## src/rtl/cfs_pkg.sv

```systemverilog
// Package for the converter fault supervisor: item and config types,
// debounce limits, flag positions and register indexes.
// No dependencies.
package cfs_pkg;

  localparam int unsigned CFG_ADDR_W = 5;
  localparam int unsigned CFG_DATA_W = 32;

  // Debounce and limit constants
  localparam logic [3:0] OV_DEBOUNCE    = 4'd10;
  localparam logic [6:0] UV_ON_TIME     = 7'd100;
  localparam logic [8:0] UV_STEP        = 9'd50;
  localparam logic [7:0] UV_LIMIT       = 8'd100;
  localparam logic [1:0] SHORT_LIMIT    = 2'd2;
  localparam logic [7:0] OC_DEBOUNCE    = 8'd10;
  localparam logic [7:0] OC_ZERO_MAX    = 8'd200;
  localparam logic [6:0] OT_DEBOUNCE    = 7'd100;
  localparam logic [6:0] OT_RECOVER_CNT = 7'd100;
  localparam logic [2:0] RETRY_MAX      = 3'd5;

  // Fault flag bit positions
  localparam int unsigned FLAG_OV    = 0;
  localparam int unsigned FLAG_UV    = 1;
  localparam int unsigned FLAG_OC    = 2;
  localparam int unsigned FLAG_OT    = 3;
  localparam int unsigned FLAG_SHORT = 4;

  // Register indexes (byte address / 4)
  typedef enum logic [2:0] {
    REG_OV_POINT         = 3'd0,
    REG_UV_POINT         = 3'd1,
    REG_UV_MARGIN        = 3'd2,
    REG_OC_POINT         = 3'd3,
    REG_SHORT_POINT      = 3'd4,
    REG_OT_POINT         = 3'd5,
    REG_OT_RECOVER_POINT = 3'd6,
    REG_TEMP_RECOVER_EN  = 3'd7
  } reg_idx_t;

  typedef struct packed {
    logic [15:0]        ov_point;
    logic [15:0]        uv_point;
    logic [11:0]        uv_margin;
    logic [15:0]        oc_point;
    logic [15:0]        short_point;
    logic signed [8:0]  ot_point;
    logic signed [8:0]  ot_recover_point;
    logic               temp_recover_enable;
  } cfg_t;

  localparam cfg_t CFG_RESET = '{
    ov_point:            16'd960,
    uv_point:            16'd640,
    uv_margin:           12'd32,
    oc_point:            16'd160,
    short_point:         16'd320,
    ot_point:            9'sd100,
    ot_recover_point:    9'sd80,
    temp_recover_enable: 1'b1
  };

  typedef struct packed {
    logic               cmd;
    logic [15:0]        vout;
    logic [15:0]        iout;
    logic signed [8:0]  temperature;
    logic               converter_on;
    logic               cc_mode;
  } in_item_t;

  typedef struct packed {
    logic ov_fault;
    logic uv_fault;
    logic oc_fault;
    logic ot_fault;
    logic short_seen;
    logic force_fault;
    logic pwm_disable;
    logic zero_loop;
    logic restart;
    logic all_clear;
  } out_item_t;

endpackage

```

## src/rtl/cfs_if.sv

```systemverilog
// Valid/ready channel interfaces for the converter fault supervisor:
// sample/clear items in, fault status out. No dependencies.
interface cfs_in_if;
  logic              valid;
  logic              ready;
  logic              cmd;
  logic [15:0]       vout;
  logic [15:0]       iout;
  logic signed [8:0] temperature;
  logic              converter_on;
  logic              cc_mode;

  modport source (output valid, cmd, vout, iout, temperature, converter_on, cc_mode,
                  input ready);
  modport sink (input valid, cmd, vout, iout, temperature, converter_on, cc_mode,
                output ready);
endinterface

interface cfs_out_if;
  logic valid;
  logic ready;
  logic ov_fault;
  logic uv_fault;
  logic oc_fault;
  logic ot_fault;
  logic short_seen;
  logic force_fault;
  logic pwm_disable;
  logic zero_loop;
  logic restart;
  logic all_clear;

  modport source (output valid, ov_fault, uv_fault, oc_fault, ot_fault, short_seen,
                  force_fault, pwm_disable, zero_loop, restart, all_clear,
                  input ready);
  modport sink (input valid, ov_fault, uv_fault, oc_fault, ot_fault, short_seen,
                force_fault, pwm_disable, zero_loop, restart, all_clear,
                output ready);
endinterface

```

## src/rtl/converter_fault_supervisor.sv

```systemverilog
// Converter fault supervisor top level: input register, protection checks
// and result register. Depends on cfs_pkg, cfs_if, cfs_cfg and cfs_core.
//
// Usage:
// - in_ch carries one transaction per control tick: cmd=0 is a check tick
//   with vout, iout, temperature, converter_on and cc_mode; cmd=1 is a
//   clear request. Every input transaction yields exactly one out_ch
//   transaction with the fault flags after the item and this tick's actions
//   (force_fault, pwm_disable, zero_loop, restart).
// - Path: an accepted item is held in the input register, checked by the
//   combinational check logic and captured in the result register, which
//   drives out_ch.valid; throughput is one transaction per cycle while
//   out_ch does not stall.
// - When out_ch stalls, the result register holds; one more item may sit in
//   the input register, then in_ch.ready drops until the result is taken.
// - Thresholds sit in the cfg_ APB registers (byte address 4*index); the user
//   writes them only while the block is idle; the block does not enforce it.
// - rst_n (synchronous) empties both registers, clears all counters, flags
//   and the retry count, and restores default thresholds.
module converter_fault_supervisor
  import cfs_pkg::*;
(
  input  logic                  clk,
  input  logic                  rst_n,
  cfs_in_if.sink                in_ch,
  cfs_out_if.source             out_ch,
  input  logic                  cfg_psel,
  input  logic                  cfg_penable,
  input  logic                  cfg_pwrite,
  input  logic [CFG_ADDR_W-1:0] cfg_paddr,
  input  logic [CFG_DATA_W-1:0] cfg_pwdata,
  output logic [CFG_DATA_W-1:0] cfg_prdata,
  output logic                  cfg_pready
);

  cfg_t      cfg;
  in_item_t  in_r;
  logic      in_vld_r;
  out_item_t out_r;
  out_item_t res;
  logic      out_vld_r;
  logic      advance;
  logic      in_take;

  cfs_cfg u_cfg (
    .clk     (clk),
    .rst_n   (rst_n),
    .psel    (cfg_psel),
    .penable (cfg_penable),
    .pwrite  (cfg_pwrite),
    .paddr   (cfg_paddr),
    .pwdata  (cfg_pwdata),
    .prdata  (cfg_prdata),
    .pready  (cfg_pready),
    .cfg     (cfg)
  );

  cfs_core u_core (
    .clk   (clk),
    .rst_n (rst_n),
    .en    (in_vld_r & advance),
    .cfg   (cfg),
    .item  (in_r),
    .res   (res)
  );

  assign advance     = !out_vld_r || out_ch.ready;
  assign in_ch.ready = !in_vld_r || advance;
  assign in_take     = in_ch.valid && in_ch.ready;

  always_ff @(posedge clk) begin
    if (!rst_n) begin
      in_vld_r  <= 1'b0;
      out_vld_r <= 1'b0;
    end else begin
      if (in_take) in_vld_r <= 1'b1;
      else if (advance) in_vld_r <= 1'b0;
      if (advance) out_vld_r <= in_vld_r;
    end
  end

  always_ff @(posedge clk) begin
    if (in_take) begin
      in_r.cmd          <= in_ch.cmd;
      in_r.vout         <= in_ch.vout;
      in_r.iout         <= in_ch.iout;
      in_r.temperature  <= in_ch.temperature;
      in_r.converter_on <= in_ch.converter_on;
      in_r.cc_mode      <= in_ch.cc_mode;
    end
    if (advance && in_vld_r) out_r <= res;
  end

  assign out_ch.valid       = out_vld_r;
  assign out_ch.ov_fault    = out_r.ov_fault;
  assign out_ch.uv_fault    = out_r.uv_fault;
  assign out_ch.oc_fault    = out_r.oc_fault;
  assign out_ch.ot_fault    = out_r.ot_fault;
  assign out_ch.short_seen  = out_r.short_seen;
  assign out_ch.force_fault = out_r.force_fault;
  assign out_ch.pwm_disable = out_r.pwm_disable;
  assign out_ch.zero_loop   = out_r.zero_loop;
  assign out_ch.restart     = out_r.restart;
  assign out_ch.all_clear   = out_r.all_clear;

  a_reset_empty: assert property (@(posedge clk) !rst_n |=> !out_vld_r && !in_vld_r)
    else $error("result or input register valid after reset");

  a_pwm_latch: assert property (@(posedge clk) disable iff (!rst_n)
    out_vld_r && out_r.pwm_disable |-> out_r.oc_fault && out_r.force_fault)
    else $error("pwm_disable without latched over-current");

  a_restart_clear: assert property (@(posedge clk) disable iff (!rst_n)
    out_vld_r && out_r.restart |-> out_r.all_clear && !out_r.force_fault)
    else $error("restart while faults remain");

  a_no_drop: assert property (@(posedge clk) disable iff (!rst_n)
    out_vld_r && !out_ch.ready |=> out_vld_r && $stable(out_r))
    else $error("stalled result changed or dropped");

endmodule

```

## src/rtl/cfs_cfg.sv

```systemverilog
// APB-style threshold register file for the converter fault supervisor.
// Depends on cfs_pkg.
module cfs_cfg
  import cfs_pkg::*;
(
  input  logic                  clk,
  input  logic                  rst_n,
  input  logic                  psel,
  input  logic                  penable,
  input  logic                  pwrite,
  input  logic [CFG_ADDR_W-1:0] paddr,
  input  logic [CFG_DATA_W-1:0] pwdata,
  output logic [CFG_DATA_W-1:0] prdata,
  output logic                  pready,
  output cfg_t                  cfg
);

  cfg_t     cfg_r;
  cfg_t     cfg_nxt;
  reg_idx_t idx;
  logic     wr_en;

  assign idx    = reg_idx_t'(paddr[CFG_ADDR_W-1:2]);
  assign wr_en  = psel & penable & pwrite;
  assign pready = 1'b1;
  assign cfg    = cfg_r;

  always_comb begin
    cfg_nxt = cfg_r;
    if (wr_en) begin
      case (idx)
        REG_OV_POINT:         cfg_nxt.ov_point            = pwdata[15:0];
        REG_UV_POINT:         cfg_nxt.uv_point            = pwdata[15:0];
        REG_UV_MARGIN:        cfg_nxt.uv_margin           = pwdata[11:0];
        REG_OC_POINT:         cfg_nxt.oc_point            = pwdata[15:0];
        REG_SHORT_POINT:      cfg_nxt.short_point         = pwdata[15:0];
        REG_OT_POINT:         cfg_nxt.ot_point            = $signed(pwdata[8:0]);
        REG_OT_RECOVER_POINT: cfg_nxt.ot_recover_point    = $signed(pwdata[8:0]);
        REG_TEMP_RECOVER_EN:  cfg_nxt.temp_recover_enable = pwdata[0];
        default:              cfg_nxt = cfg_r;
      endcase
    end
  end

  always_comb begin
    case (idx)
      REG_OV_POINT:         prdata = {16'd0, cfg_r.ov_point};
      REG_UV_POINT:         prdata = {16'd0, cfg_r.uv_point};
      REG_UV_MARGIN:        prdata = {20'd0, cfg_r.uv_margin};
      REG_OC_POINT:         prdata = {16'd0, cfg_r.oc_point};
      REG_SHORT_POINT:      prdata = {16'd0, cfg_r.short_point};
      REG_OT_POINT:         prdata = {23'd0, cfg_r.ot_point};
      REG_OT_RECOVER_POINT: prdata = {23'd0, cfg_r.ot_recover_point};
      REG_TEMP_RECOVER_EN:  prdata = {31'd0, cfg_r.temp_recover_enable};
      default:              prdata = '0;
    endcase
  end

  always_ff @(posedge clk) begin
    if (!rst_n) begin
      cfg_r <= CFG_RESET;
    end else begin
      cfg_r <= cfg_nxt;
    end
  end

endmodule

```

## src/rtl/cfs_core.sv

```systemverilog
// Protection checks for one item: debounce counters, fault flags and retry
// count, with the per-item actions. Depends on cfs_pkg.
module cfs_core
  import cfs_pkg::*;
(
  input  logic      clk,
  input  logic      rst_n,
  input  logic      en,
  input  cfg_t      cfg,
  input  in_item_t  item,
  output out_item_t res
);

  logic [3:0] ov_cnt_r, ov_cnt_nxt;
  logic [6:0] on_cnt_r, on_cnt_nxt;
  logic [7:0] uv_cnt_r, uv_cnt_nxt;
  logic [7:0] oc_cnt_r, oc_cnt_nxt;
  logic [1:0] sc_cnt_r, sc_cnt_nxt;
  logic [6:0] ot_cnt_r, ot_cnt_nxt;
  logic [6:0] otr_cnt_r, otr_cnt_nxt;
  logic [4:0] flags_r, flags_nxt;
  logic [2:0] retry_r, retry_nxt;

  logic [16:0] uv_band;
  logic [7:0]  uv_base;
  logic [8:0]  uv_sum;
  logic        on_l;
  logic        force_l;
  logic        pwm_l;
  logic        zero_l;
  logic        restart_l;

  assign uv_band = {1'b0, cfg.uv_point} + {5'd0, cfg.uv_margin};

  always_comb begin
    ov_cnt_nxt  = ov_cnt_r;
    on_cnt_nxt  = on_cnt_r;
    uv_cnt_nxt  = uv_cnt_r;
    oc_cnt_nxt  = oc_cnt_r;
    sc_cnt_nxt  = sc_cnt_r;
    ot_cnt_nxt  = ot_cnt_r;
    otr_cnt_nxt = otr_cnt_r;
    flags_nxt   = flags_r;
    retry_nxt   = retry_r;
    uv_base     = '0;
    uv_sum      = '0;
    on_l        = item.converter_on;
    force_l     = 1'b0;
    pwm_l       = 1'b0;
    zero_l      = 1'b0;
    restart_l   = 1'b0;

    if (item.cmd) begin
      if (!flags_r[FLAG_OT]) begin
        flags_nxt[FLAG_UV] = 1'b0;
        flags_nxt[FLAG_OC] = 1'b0;
        retry_nxt = (retry_r == '1) ? retry_r : retry_r + 3'd1;
      end
      restart_l = (flags_nxt[FLAG_OT:FLAG_OV] == '0) && (retry_nxt <= RETRY_MAX);
    end else begin
      // over-voltage
      if (item.vout > cfg.ov_point)
        ov_cnt_nxt = (ov_cnt_r == '1) ? ov_cnt_r : ov_cnt_r + 4'd1;
      else
        ov_cnt_nxt = '0;
      if (ov_cnt_nxt > OV_DEBOUNCE) flags_nxt[FLAG_OV] = 1'b1;

      // under-voltage; only the current-mode band lets the count grow
      if (on_l) begin
        on_cnt_nxt = (on_cnt_r == '1) ? on_cnt_r : on_cnt_r + 7'd1;
        if (item.vout < cfg.uv_point && on_cnt_nxt > UV_ON_TIME)
          uv_base = (uv_cnt_r == '1) ? uv_cnt_r : uv_cnt_r + 8'd1;
        uv_sum = {1'b0, uv_base} + UV_STEP;
        if (item.cc_mode && ({1'b0, item.vout} < uv_band))
          uv_cnt_nxt = uv_sum[8] ? 8'hFF : uv_sum[7:0];
        else
          uv_cnt_nxt = '0;
        if (uv_cnt_nxt > UV_LIMIT) begin
          flags_nxt[FLAG_UV] = 1'b1;
          force_l = 1'b1;
          on_l    = 1'b0;
        end
      end

      // over-current, skipped while latched
      if (!flags_nxt[FLAG_OC]) begin
        if (item.iout > cfg.oc_point) begin
          if (item.iout > cfg.short_point) begin
            sc_cnt_nxt = (sc_cnt_r == '1) ? sc_cnt_r : sc_cnt_r + 2'd1;
            if (sc_cnt_nxt > SHORT_LIMIT) flags_nxt[FLAG_SHORT] = 1'b1;
          end else begin
            sc_cnt_nxt = '0;
          end
          oc_cnt_nxt = (oc_cnt_r == '1) ? oc_cnt_r : oc_cnt_r + 8'd1;
          if (oc_cnt_nxt > 8'd1 && oc_cnt_nxt < OC_ZERO_MAX) zero_l = 1'b1;
        end else begin
          oc_cnt_nxt = '0;
        end
        if (oc_cnt_nxt > OC_DEBOUNCE || sc_cnt_nxt > SHORT_LIMIT) begin
          pwm_l   = 1'b1;
          force_l = 1'b1;
          on_l    = 1'b0;
          flags_nxt[FLAG_OC] = 1'b1;
          oc_cnt_nxt = '0;
          sc_cnt_nxt = '0;
        end
      end

      // over-temperature with set and recover hysteresis
      if ($signed(item.temperature) > $signed(cfg.ot_point)) begin
        if (on_l) begin
          if (ot_cnt_r > OT_DEBOUNCE) flags_nxt[FLAG_OT] = 1'b1;
          else ot_cnt_nxt = (ot_cnt_r == '1) ? ot_cnt_r : ot_cnt_r + 7'd1;
        end
      end else begin
        ot_cnt_nxt = '0;
      end
      if (flags_nxt[FLAG_OT]) begin
        if ($signed(item.temperature) < $signed(cfg.ot_recover_point) &&
            cfg.temp_recover_enable) begin
          if (otr_cnt_r > OT_RECOVER_CNT) begin
            flags_nxt[FLAG_OT] = 1'b0;
            ot_cnt_nxt  = '0;
            otr_cnt_nxt = '0;
          end else begin
            otr_cnt_nxt = (otr_cnt_r == '1) ? otr_cnt_r : otr_cnt_r + 7'd1;
          end
        end else begin
          otr_cnt_nxt = '0;
        end
      end
    end
  end

  always_comb begin
    res.ov_fault    = flags_nxt[FLAG_OV];
    res.uv_fault    = flags_nxt[FLAG_UV];
    res.oc_fault    = flags_nxt[FLAG_OC];
    res.ot_fault    = flags_nxt[FLAG_OT];
    res.short_seen  = flags_nxt[FLAG_SHORT];
    res.force_fault = force_l;
    res.pwm_disable = pwm_l;
    res.zero_loop   = zero_l;
    res.restart     = restart_l;
    res.all_clear   = (flags_nxt[FLAG_OT:FLAG_OV] == '0);
  end

  always_ff @(posedge clk) begin
    if (!rst_n) begin
      ov_cnt_r  <= '0;
      on_cnt_r  <= '0;
      uv_cnt_r  <= '0;
      oc_cnt_r  <= '0;
      sc_cnt_r  <= '0;
      ot_cnt_r  <= '0;
      otr_cnt_r <= '0;
      flags_r   <= '0;
      retry_r   <= '0;
    end else if (en) begin
      ov_cnt_r  <= ov_cnt_nxt;
      on_cnt_r  <= on_cnt_nxt;
      uv_cnt_r  <= uv_cnt_nxt;
      oc_cnt_r  <= oc_cnt_nxt;
      sc_cnt_r  <= sc_cnt_nxt;
      ot_cnt_r  <= ot_cnt_nxt;
      otr_cnt_r <= otr_cnt_nxt;
      flags_r   <= flags_nxt;
      retry_r   <= retry_nxt;
    end
  end

endmodule
```

## src/flat_wrapper.sv

```systemverilog
// flat-port wrapper written by rule: the top's interface ports become plain ports
module converter_fault_supervisor_flat import cfs_pkg::*;
  (clk, rst_n, cfg_psel, cfg_penable, cfg_pwrite, cfg_paddr, cfg_pwdata, cfg_prdata, cfg_pready, in_ch_valid, in_ch_cmd, in_ch_vout, in_ch_iout, in_ch_temperature, in_ch_converter_on, in_ch_cc_mode, in_ch_ready, out_ch_valid, out_ch_ov_fault, out_ch_uv_fault, out_ch_oc_fault, out_ch_ot_fault, out_ch_short_seen, out_ch_force_fault, out_ch_pwm_disable, out_ch_zero_loop, out_ch_restart, out_ch_all_clear, out_ch_ready);
  cfs_in_if in_ch_i ();
  cfs_out_if out_ch_i ();
  input  logic clk;
  input  logic rst_n;
  input  logic cfg_psel;
  input  logic cfg_penable;
  input  logic cfg_pwrite;
  input  logic [CFG_ADDR_W-1:0] cfg_paddr;
  input  logic [CFG_DATA_W-1:0] cfg_pwdata;
  output logic [CFG_DATA_W-1:0] cfg_prdata;
  output logic cfg_pready;
  input wire logic [$bits(in_ch_i.valid)-1:0] in_ch_valid;
  input wire logic [$bits(in_ch_i.cmd)-1:0] in_ch_cmd;
  input wire logic [$bits(in_ch_i.vout)-1:0] in_ch_vout;
  input wire logic [$bits(in_ch_i.iout)-1:0] in_ch_iout;
  input wire logic [$bits(in_ch_i.temperature)-1:0] in_ch_temperature;
  input wire logic [$bits(in_ch_i.converter_on)-1:0] in_ch_converter_on;
  input wire logic [$bits(in_ch_i.cc_mode)-1:0] in_ch_cc_mode;
  output wire logic [$bits(in_ch_i.ready)-1:0] in_ch_ready;
  output wire logic [$bits(out_ch_i.valid)-1:0] out_ch_valid;
  output wire logic [$bits(out_ch_i.ov_fault)-1:0] out_ch_ov_fault;
  output wire logic [$bits(out_ch_i.uv_fault)-1:0] out_ch_uv_fault;
  output wire logic [$bits(out_ch_i.oc_fault)-1:0] out_ch_oc_fault;
  output wire logic [$bits(out_ch_i.ot_fault)-1:0] out_ch_ot_fault;
  output wire logic [$bits(out_ch_i.short_seen)-1:0] out_ch_short_seen;
  output wire logic [$bits(out_ch_i.force_fault)-1:0] out_ch_force_fault;
  output wire logic [$bits(out_ch_i.pwm_disable)-1:0] out_ch_pwm_disable;
  output wire logic [$bits(out_ch_i.zero_loop)-1:0] out_ch_zero_loop;
  output wire logic [$bits(out_ch_i.restart)-1:0] out_ch_restart;
  output wire logic [$bits(out_ch_i.all_clear)-1:0] out_ch_all_clear;
  input wire logic [$bits(out_ch_i.ready)-1:0] out_ch_ready;
  assign in_ch_i.valid = in_ch_valid;
  assign in_ch_i.cmd = in_ch_cmd;
  assign in_ch_i.vout = in_ch_vout;
  assign in_ch_i.iout = in_ch_iout;
  assign in_ch_i.temperature = in_ch_temperature;
  assign in_ch_i.converter_on = in_ch_converter_on;
  assign in_ch_i.cc_mode = in_ch_cc_mode;
  assign in_ch_ready = in_ch_i.ready;
  assign out_ch_valid = out_ch_i.valid;
  assign out_ch_ov_fault = out_ch_i.ov_fault;
  assign out_ch_uv_fault = out_ch_i.uv_fault;
  assign out_ch_oc_fault = out_ch_i.oc_fault;
  assign out_ch_ot_fault = out_ch_i.ot_fault;
  assign out_ch_short_seen = out_ch_i.short_seen;
  assign out_ch_force_fault = out_ch_i.force_fault;
  assign out_ch_pwm_disable = out_ch_i.pwm_disable;
  assign out_ch_zero_loop = out_ch_i.zero_loop;
  assign out_ch_restart = out_ch_i.restart;
  assign out_ch_all_clear = out_ch_i.all_clear;
  assign out_ch_i.ready = out_ch_ready;
  converter_fault_supervisor u_core (.clk(clk), .rst_n(rst_n), .in_ch(in_ch_i), .out_ch(out_ch_i), .cfg_psel(cfg_psel), .cfg_penable(cfg_penable), .cfg_pwrite(cfg_pwrite), .cfg_paddr(cfg_paddr), .cfg_pwdata(cfg_pwdata), .cfg_prdata(cfg_prdata), .cfg_pready(cfg_pready));
endmodule
```

## config.mk

```make
export PLATFORM = sky130hd
export DESIGN_NAME = converter_fault_supervisor_flat
export DESIGN_NICKNAME = d
export VERILOG_FILES = /design/src/rtl/cfs_pkg.sv /design/src/rtl/cfs_if.sv /design/src/rtl/converter_fault_supervisor.sv /design/src/rtl/cfs_cfg.sv /design/src/rtl/cfs_core.sv /design/src/flat_wrapper.sv
export SDC_FILE = /design/constraint.sdc
export NUM_CORES = 1
export LEC_CHECK = 0
export BUFFER_PORTS_ARGS = -buffer_cell sky130_fd_sc_hd__buf_2
export CORE_ASPECT_RATIO = 0.5
export CORE_MARGIN = 2
export CORE_UTILIZATION = 60
export CTS_BUF_LIST = sky130_fd_sc_hd__clkbuf_2 sky130_fd_sc_hd__clkbuf_4 sky130_fd_sc_hd__clkbuf_8
export DETAILED_ROUTE_END_ITERATION = 10
export PLACE_DENSITY = 0.82
export REMOVE_ABC_BUFFERS = 1
export SLEW_MARGIN = 10
export SYNTH_ARGS = -nofsm -noshare
export SYNTH_HDL_FRONTEND = slang
export SYNTH_SLANG_ARGS = --single-unit
```

## constraint.sdc

```tcl
create_clock -name clk -period 13.92 [get_ports clk]
set_input_delay 0.696 -clock clk [delete_from_list [all_inputs] [get_ports clk]]
set_output_delay 0.696 -clock clk [all_outputs]
set_load 0.05 [all_outputs]
```

* Word level (Yosys, flattened, before mapping)
Index checks and enable logic that the tools add are counted.
Word-level totals: flip-flop bits (word level) 202, bits of input ports 88
Cells by class: $add $sub $neg 10, $lt $le $gt $ge 18, equal/unequal tests 16, multiplexer cells 70, bitwise operators 6, reduce and logical (&&, ||, !) cells 31
Operators by type and width (number):
- 32-bit case mux with 8 select lines | 1
- 8-bit two-way mux | 13
- 7-bit two-way mux | 11
- 16-bit > comparator | 3
- 1-bit two-way mux | 29
- 7-bit by 1-bit adder with 7-bit output, second input constant | 3
- 7-bit == test, second input constant | 3
- 7-bit > comparator, second input constant | 3
- 2-bit two-way mux | 10
- 2-bit AND reduction | 10
- 16-bit by 12-bit adder with 17-bit output | 1
- 16-bit by 17-bit less-than comparator with 1-bit output | 1
- 8-bit by 1-bit adder with 8-bit output, second input constant | 2
- 8-bit == test, second input constant | 2
- 16-bit less-than comparator | 1
- 3-bit == test, second input constant | 5
- 4-bit two-way mux | 3
- 8-bit by 6-bit adder with 9-bit output, second input constant | 1
- 9-bit > comparator | 1
- 9-bit less-than comparator | 1
- 3-bit two-way mux | 3
- 8-bit by 1-bit > comparator with 1-bit output, second input constant | 1
- 8-bit by 4-bit > comparator with 1-bit output, second input constant | 1
- 8-bit by 7-bit > comparator with 1-bit output, second input constant | 1
- other kinds (24) | 41

* Logic depth before layout (Yosys ltp)
word-level depth 24, gate-level depth with buffers 23

* Hierarchy
Synthesis repeated with hierarchy kept, for this count alone.
Unflattened totals: cells, all modules 1391, area, all modules 12209.2 um2
By module, submodules not included:
- cfs_core | times used 1, cells each 822, area each 6227.2 um2, seq. area each 1021.0 um2
- cfs_cfg | times used 1, cells each 506, area each 4256.6 um2, seq. area each 1901.8 um2
- converter_fault_supervisor | times used 1, cells each 63, area each 1725.4 um2, seq. area each 1661.6 um2

* Worst setup path before layout
Ideal clock, no wire load.
kind reg2reg, start point register u_core.u_cfg.cfg_r (netlist bit u_core.u_cfg.cfg[64]), end point register u_core.u_core.otr_cnt_r[4], setup time 0.070 ns, arrival time 4.648 ns, required time 13.850 ns, path slack 9.202 ns, stages on the path, launching flop included 24, clock period less this slack 4.718 ns, path through dfxtp_1 > ha_1 > a21o_1 > a21oi_1 > o21bai_1 > a21oi_1 > o21bai_1 > a211oi_1 > o21ai_0 > a31oi_1 > nand2b_1 > xnor2_1 > ha_1 > nand3_1 > nor2_1 > a2111oi_0 > a2bb2oi_1 > nor4b_1 > a31o_4 > nor4b_4 > o21ai_2 > buf_6 > or4_1 > a21oi_1
On the way: cells in the longest elaborated chain, start to end 20, elaborated cells between the ends (all ways) 23, classes of those cells 2 x add/sub; 3 x order compare; 15 x mux; 3 x reduce/logical
Ends and longest elaborated chain:
- start, declared | line cfs_cfg.sv:18 | cfg_t cfg_r;
- start signal, assigned | line cfs_cfg.sv:63 | cfg_r <= cfg_nxt;
- 16-bit less-than comparator | line cfs_core.sv:71 | if (item.vout < cfg.uv_point && on_cnt_nxt > UV_ON_TIME)
- 1-bit logical AND | line cfs_core.sv:71
- 8-bit two-way mux | line cfs_core.sv:71
- 8-bit two-way mux | line cfs_core.sv:69 | if (on_l) begin
- 8-bit two-way mux | line cfs_core.sv:53 | if (item.cmd) begin
- 8-bit by 6-bit adder with 9-bit output | line cfs_core.sv:73 | uv_sum = {1'b0, uv_base} + UV_STEP;
- 8-bit two-way mux | line cfs_core.sv:75 | uv_cnt_nxt = uv_sum[8] ? 8'hFF : uv_sum[7:0];
- 8-bit two-way mux * | line cfs_core.sv:74 | if (item.cc_mode && ({1'b0, item.vout} < uv_band))
- [4 not listed]
- 1-bit two-way mux * | line cfs_core.sv:69
- 1-bit two-way mux | line cfs_core.sv:99 | if (oc_cnt_nxt > OC_DEBOUNCE || sc_cnt_nxt > SHORT_LIMIT) begin
- 1-bit two-way mux * | line cfs_core.sv:86 | if (!flags_nxt[FLAG_OC]) begin
- 1-bit two-way mux * | line cfs_core.sv:53
- 1-bit two-way mux * | line cfs_core.sv:111 | if (on_l) begin
- 1-bit two-way mux * | line cfs_core.sv:110 | if ($signed(item.temperature) > $signed(cfg.ot_point)) begin
- 1-bit two-way mux * | line cfs_core.sv:53
- 4-bit AND reduction (no source line) *
- end signal, assigned | line cfs_core.sv:166 | otr_cnt_r <= otr_cnt_nxt;
- end, declared | line cfs_core.sv:20 | logic [6:0] otr_cnt_r, otr_cnt_nxt;
Mark *: on every way between the ends. The rest lies on a longest branch, timed or not. The select of a mux whose other input is x is not followed. A chain may end at the register's enable or synchronous reset.

* Worst setup path in the final report
start point register u_core.u_cfg.cfg_r (netlist bit u_core.u_cfg.cfg[64]), end point register u_core.u_core.ot_cnt_r[2]
On the way: cells in the longest elaborated chain, start to end 21, elaborated cells between the ends (all ways) 27, classes of those cells 2 x add/sub; 3 x order compare; 20 x mux; 2 x reduce/logical
Ends and longest elaborated chain:
- 16-bit less-than comparator | line cfs_core.sv:71
- 1-bit logical AND | line cfs_core.sv:71
- 8-bit two-way mux | line cfs_core.sv:71
- 8-bit two-way mux | line cfs_core.sv:69
- 8-bit two-way mux | line cfs_core.sv:53
- 8-bit by 6-bit adder with 9-bit output | line cfs_core.sv:73
- 8-bit two-way mux | line cfs_core.sv:75
- 8-bit two-way mux * | line cfs_core.sv:74
- [5 not listed]
- 1-bit two-way mux | line cfs_core.sv:99
- 1-bit two-way mux * | line cfs_core.sv:86
- 1-bit two-way mux * | line cfs_core.sv:53
- 7-bit two-way mux | line cfs_core.sv:111
- 7-bit two-way mux | line cfs_core.sv:110
- 7-bit two-way mux | line cfs_core.sv:121 | if (otr_cnt_r > OT_RECOVER_CNT) begin
- 7-bit two-way mux | line cfs_core.sv:119 | if ($signed(item.temperature) < $signed(cfg.ot_recover_point) &&
- 7-bit two-way mux * | line cfs_core.sv:118 | if (flags_nxt[FLAG_OT]) begin
- end signal, assigned | line cfs_core.sv:165 | ot_cnt_r <= ot_cnt_nxt;
- end, declared | line cfs_core.sv:19 | logic [6:0] ot_cnt_r, ot_cnt_nxt;
Marked as above.

==> impl_results.md <==
- Synth Area in XOR/XNOR: under 10%
- Mapped cell area: 12300 um2
- Synth unique cells: 84
- Final setup violating endpoints: 0
- Grt ovf: 0
- Highest Clock Rate: between 150 and 200 MHz
- Final hold vios: 0
- Yosys Warn Count: 0
- Initial antenna violation count: 0
- Largest net degree at the start of global routing: 95
- Reg2reg start: u_core.u_cfg.cfg[64]
- Hold path start: in_ch_iout[3]
- Vias post-DR: around 11000
- Post-Synth Adder-Cell Area: between 10% and 20%
- Worst-Margin Slew: 1260 ps
- Int Pwr: slightly above 0.9 mW
- Vias in the first global route: 10700
- CP Data Arrival Time: about 6800 ps
- Final Cycle Share: 45.0%
- Hold Path End: u_core.in_r[14]
- Combinational share of power: 10.9%
- CP required: 14430 ps
- CORE AREA: 19700 um2
- DRT Pass-1 Iters: 6
- Sw frac: between 20% and 30%
- GP Congestion: between 0.9 and 1
- GRT Util Overall: 29.6%
- Worst clock skew: about 23 ps
- Commonest non-fill, non-tap cell in the layout: nand2_1
- Number of setup buffers added after CTS: 0
- Status: finished, final reports clean
- Max Cap Viol: 0
- Die height: 105 um
- Largest family of logic cells by synthesized area: simple AND/OR/NAND/NOR gates
- First-pass GRT wire length: 52000 um
- Final TNS setup: 0 ps
- Sequential cell area fraction in the yosys report: a little under two fifths
- Root Driver: clkbuf_8
- Multiplexer share of the synthesized area: around 4.4%
- R2R depth: 22
- Critical path endpoint category: register
- Most used DFF post-synth: dfxtp_1
- Fill cells: 1589
- Multi-input logic area: 6960 um2
- Post-DR vias/cell: between 6 and 7
- Final wirelength: 32000 um
- Critical path class: reg2reg
- Worst Path Max Fanout: 8
- FF/Latch Area: 4580 um2
- Crit-path cells: ha_1 -> a21o_1 -> a21oi_1 -> o21bai_1 -> a21oi_1 -> o21bai_1 -> a211oi_1 -> o21ai_0 -> a31oi_1 -> nand2b_1 -> xnor2_1 -> ha_1 -> nand3_1 -> nor2_1 -> a2111oi_0 -> a2bb2oi_1 -> nor4b_1 -> a31o_4 -> nor3_2 -> nand2b_1 -> nor4_1 -> a221o_1
- Max-slew violations: 0
- Hold Path Depth: 1
- Final std cells w/o fill: roughly 1800
- RSZ-0062 raised after global routing: false
- Wire per inst: ~18 um
- Post-route ant nets: 0
- Clk pwr share: 39.7%
- Die area: 21700 um2
- Clock-pin slew on the worst setup and hold paths: 70 ps
- Worst vdd ir: about 0.077 mV
- Antenna cells: 0
- H-Tree Depth: 1
- CTS Buf Count: 29
- Post-CTS resize count: 0
- Startpoint class of the critical path: register
- Seq pwr share: 49.4%
- Syn avg cell area: 8.46 um2
- Largest stage delay on the critical path: roughly 760 ps
- EDFF count, synth: 54
- Total power: 1.27 mW
- Clock latency on the worst-skew pair: 580 ps
- Compound-Gate Fraction of Synth Area: between 10% and 20%
- Post-Place Cells: 1757
- Period minus WS final: 6260 ps
- Num rows: 36
- Starting Density: 62.2%
- IO Port Bufs: 97
- RR Endpoint: u_core.u_core.ot_cnt_r[2]
- CTS tree: yes
- Synth async-reset ratio: 0%
- PwrDens: 94.7 nW/um2
- Worst-case clock buffer depth: 3
- FF+latch count, synth: 202
- Post-DP HPWL: 23200 um
- Die width: 206 um
- Synth Instances: 1450
- Sw Pwr: 0.341 mW
- Most frequent cells in the layout: nand2_1, a21oi_1, dfxtp_1
- Sink Count: 202
- Core Util, Final: 68.1%
- CP max-delay cell: a2bb2oi_1
- IO Pins: 133
- Worst Hold Class: in2reg
- Post-Synth Simple-Gate Area: about 20%
- Drt initial violations: 960
- Syn-to-layout area delta: 9.56%
- Nets: 1728
- Leakage power: 5.25 nW
- R2r setup slk: 7660 ps
- Share of post-route cells with drive strength above 1: approximately an eighth
- Headroom to the max-slew limit: around 16%
- Post-cts hold buffer count: 0
- Post-route DRC: 0
==> worst max path at each step <==
stage | startpoint | end | slack (ps)
2_1_floorplan | u_core.u_cfg.cfg[64] | u_core.u_core.otr_cnt_r[3] | 9160
3_3_place_gp | u_core.u_cfg.cfg[64] | u_core.u_core.ot_cnt_r[2] | 8160
3_5_place_dp | u_core.u_cfg.cfg[64] | u_core.u_core.ot_cnt_r[2] | 7970
4_1_cts | u_core.u_cfg.cfg[64] | u_core.u_core.ot_cnt_r[2] | 7900
5_1_grt | u_core.u_cfg.cfg[64] | u_core.u_core.ot_cnt_r[2] | 7340
6_report | u_core.u_cfg.cfg[64] | u_core.u_core.ot_cnt_r[2] | 7660
==> layer usage <==
layer	vias up	GRT usage, %	share of wire (%)
met4	0	9.59	3.0
met5	-	0	0
met2	446	49.7	47
met3	76	4.71	7.0
met1	5218	38.9	43
li1	5299	-	-
==> layout make-up <==
cell class	instances	share of cell area, %
well taps	266	2.48
clock buffers	44	4.09
clock inverters	9	0.512
inverters	111	3.11
repair buffers	102	3.89
multi-input cells	1076	51.8
flip-flops and latches	202	34.1
==> power groups by stage <==
stage | sequential (mW) | clock [mW] | combinational [mW]
after floorplan | 0.642 | 0 | 0.0830
after global placement | 0.640 | 0 | 0.129
after detailed placement | 0.641 | 0 | 0.135
after CTS | 0.628 | 0.510 | 0.137
after global routing | 0.629 | 0.539 | 0.151
final | 0.628 | 0.505 | 0.139
==> registers in the layout, indices dropped and copies added (netlist names), 2 cells and up <==
name	cells
u_core.in_r	44
u_core.u_cfg.cfg	95
u_core.u_core.flags_r	5
u_core.u_core.oc_cnt_r	8
u_core.u_core.on_cnt_r	7
u_core.u_core.ot_cnt_r	7
u_core.u_core.otr_cnt_r	7
u_core.u_core.ov_cnt_r	4
u_core.u_core.retry_r	3
u_core.u_core.sc_cnt_r	2
u_core.u_core.uv_cnt_r	8
==> Yosys cell counts (all sizes together), types with 4 or more instances <==
library cell    n  share of area, %
o22ai          10              0.51
a2111oi         4              0.29
mux2i          23               1.9
nor2           98               3.0
edfxtp         54                13
xor2           10              0.71
inv           111               3.4
mux4            9               1.7
dfxtp         148                24
nor3b           4              0.24
nand4          26               1.3
o21a            8              0.49
and2            5              0.26
and3           23               1.2
o211ai         26               1.6
or2             6              0.31
nor2b          10              0.51
nand2b         11              0.56
a21oi         149               6.1
nand3          43               1.8
a21boi          4              0.24
o21ai          63               2.6
o211a           7              0.57
a221oi         10              0.71
mux2           10              0.92
clkbuf         47               1.4
or3             8              0.45
nand2         234               7.2
nor4b           4              0.41
a31oi          13              0.66
nor4           10              0.56
a21o           11              0.67
o31ai           5              0.31
ha            117                12
buf            29               1.6
a211oi         11              0.71
xnor2          10              0.71
nor3           25               1.1
o21bai          7              0.43
==> cells by family after synthesis <==
family | count (synthesis)
AND/OR/NAND/NOR | 519
AO/OA/AOI/OAI | 360
flip-flops | 202
buffers and inverters | 187
adder cells (fa/ha/maj) | 118
multiplexers | 42
XOR/XNOR | 20
other | 2
==> worst max-delay path, delay by kind of cell, from the launching register on <==
kind	cells	cell delay, ps
AOI/OAI and AO/OA	12	3200
and+or+nand+nor	7	1840
adders and majority gates	2	610
DFF	1	450
xor gates and xnor gates	1	80
==> per-stage QoR <==
step                      area [um2]  worst slack (ps)  hold WS, ps
after floorplan                11900              9160          436
after global placement         12800              8160          442
after detailed placement       12800              7970          447
after CTS                      13400              7900          271
after global routing           13400              7340          261
final                          13400              7660          283
Power figures use the tool's default switching activity.
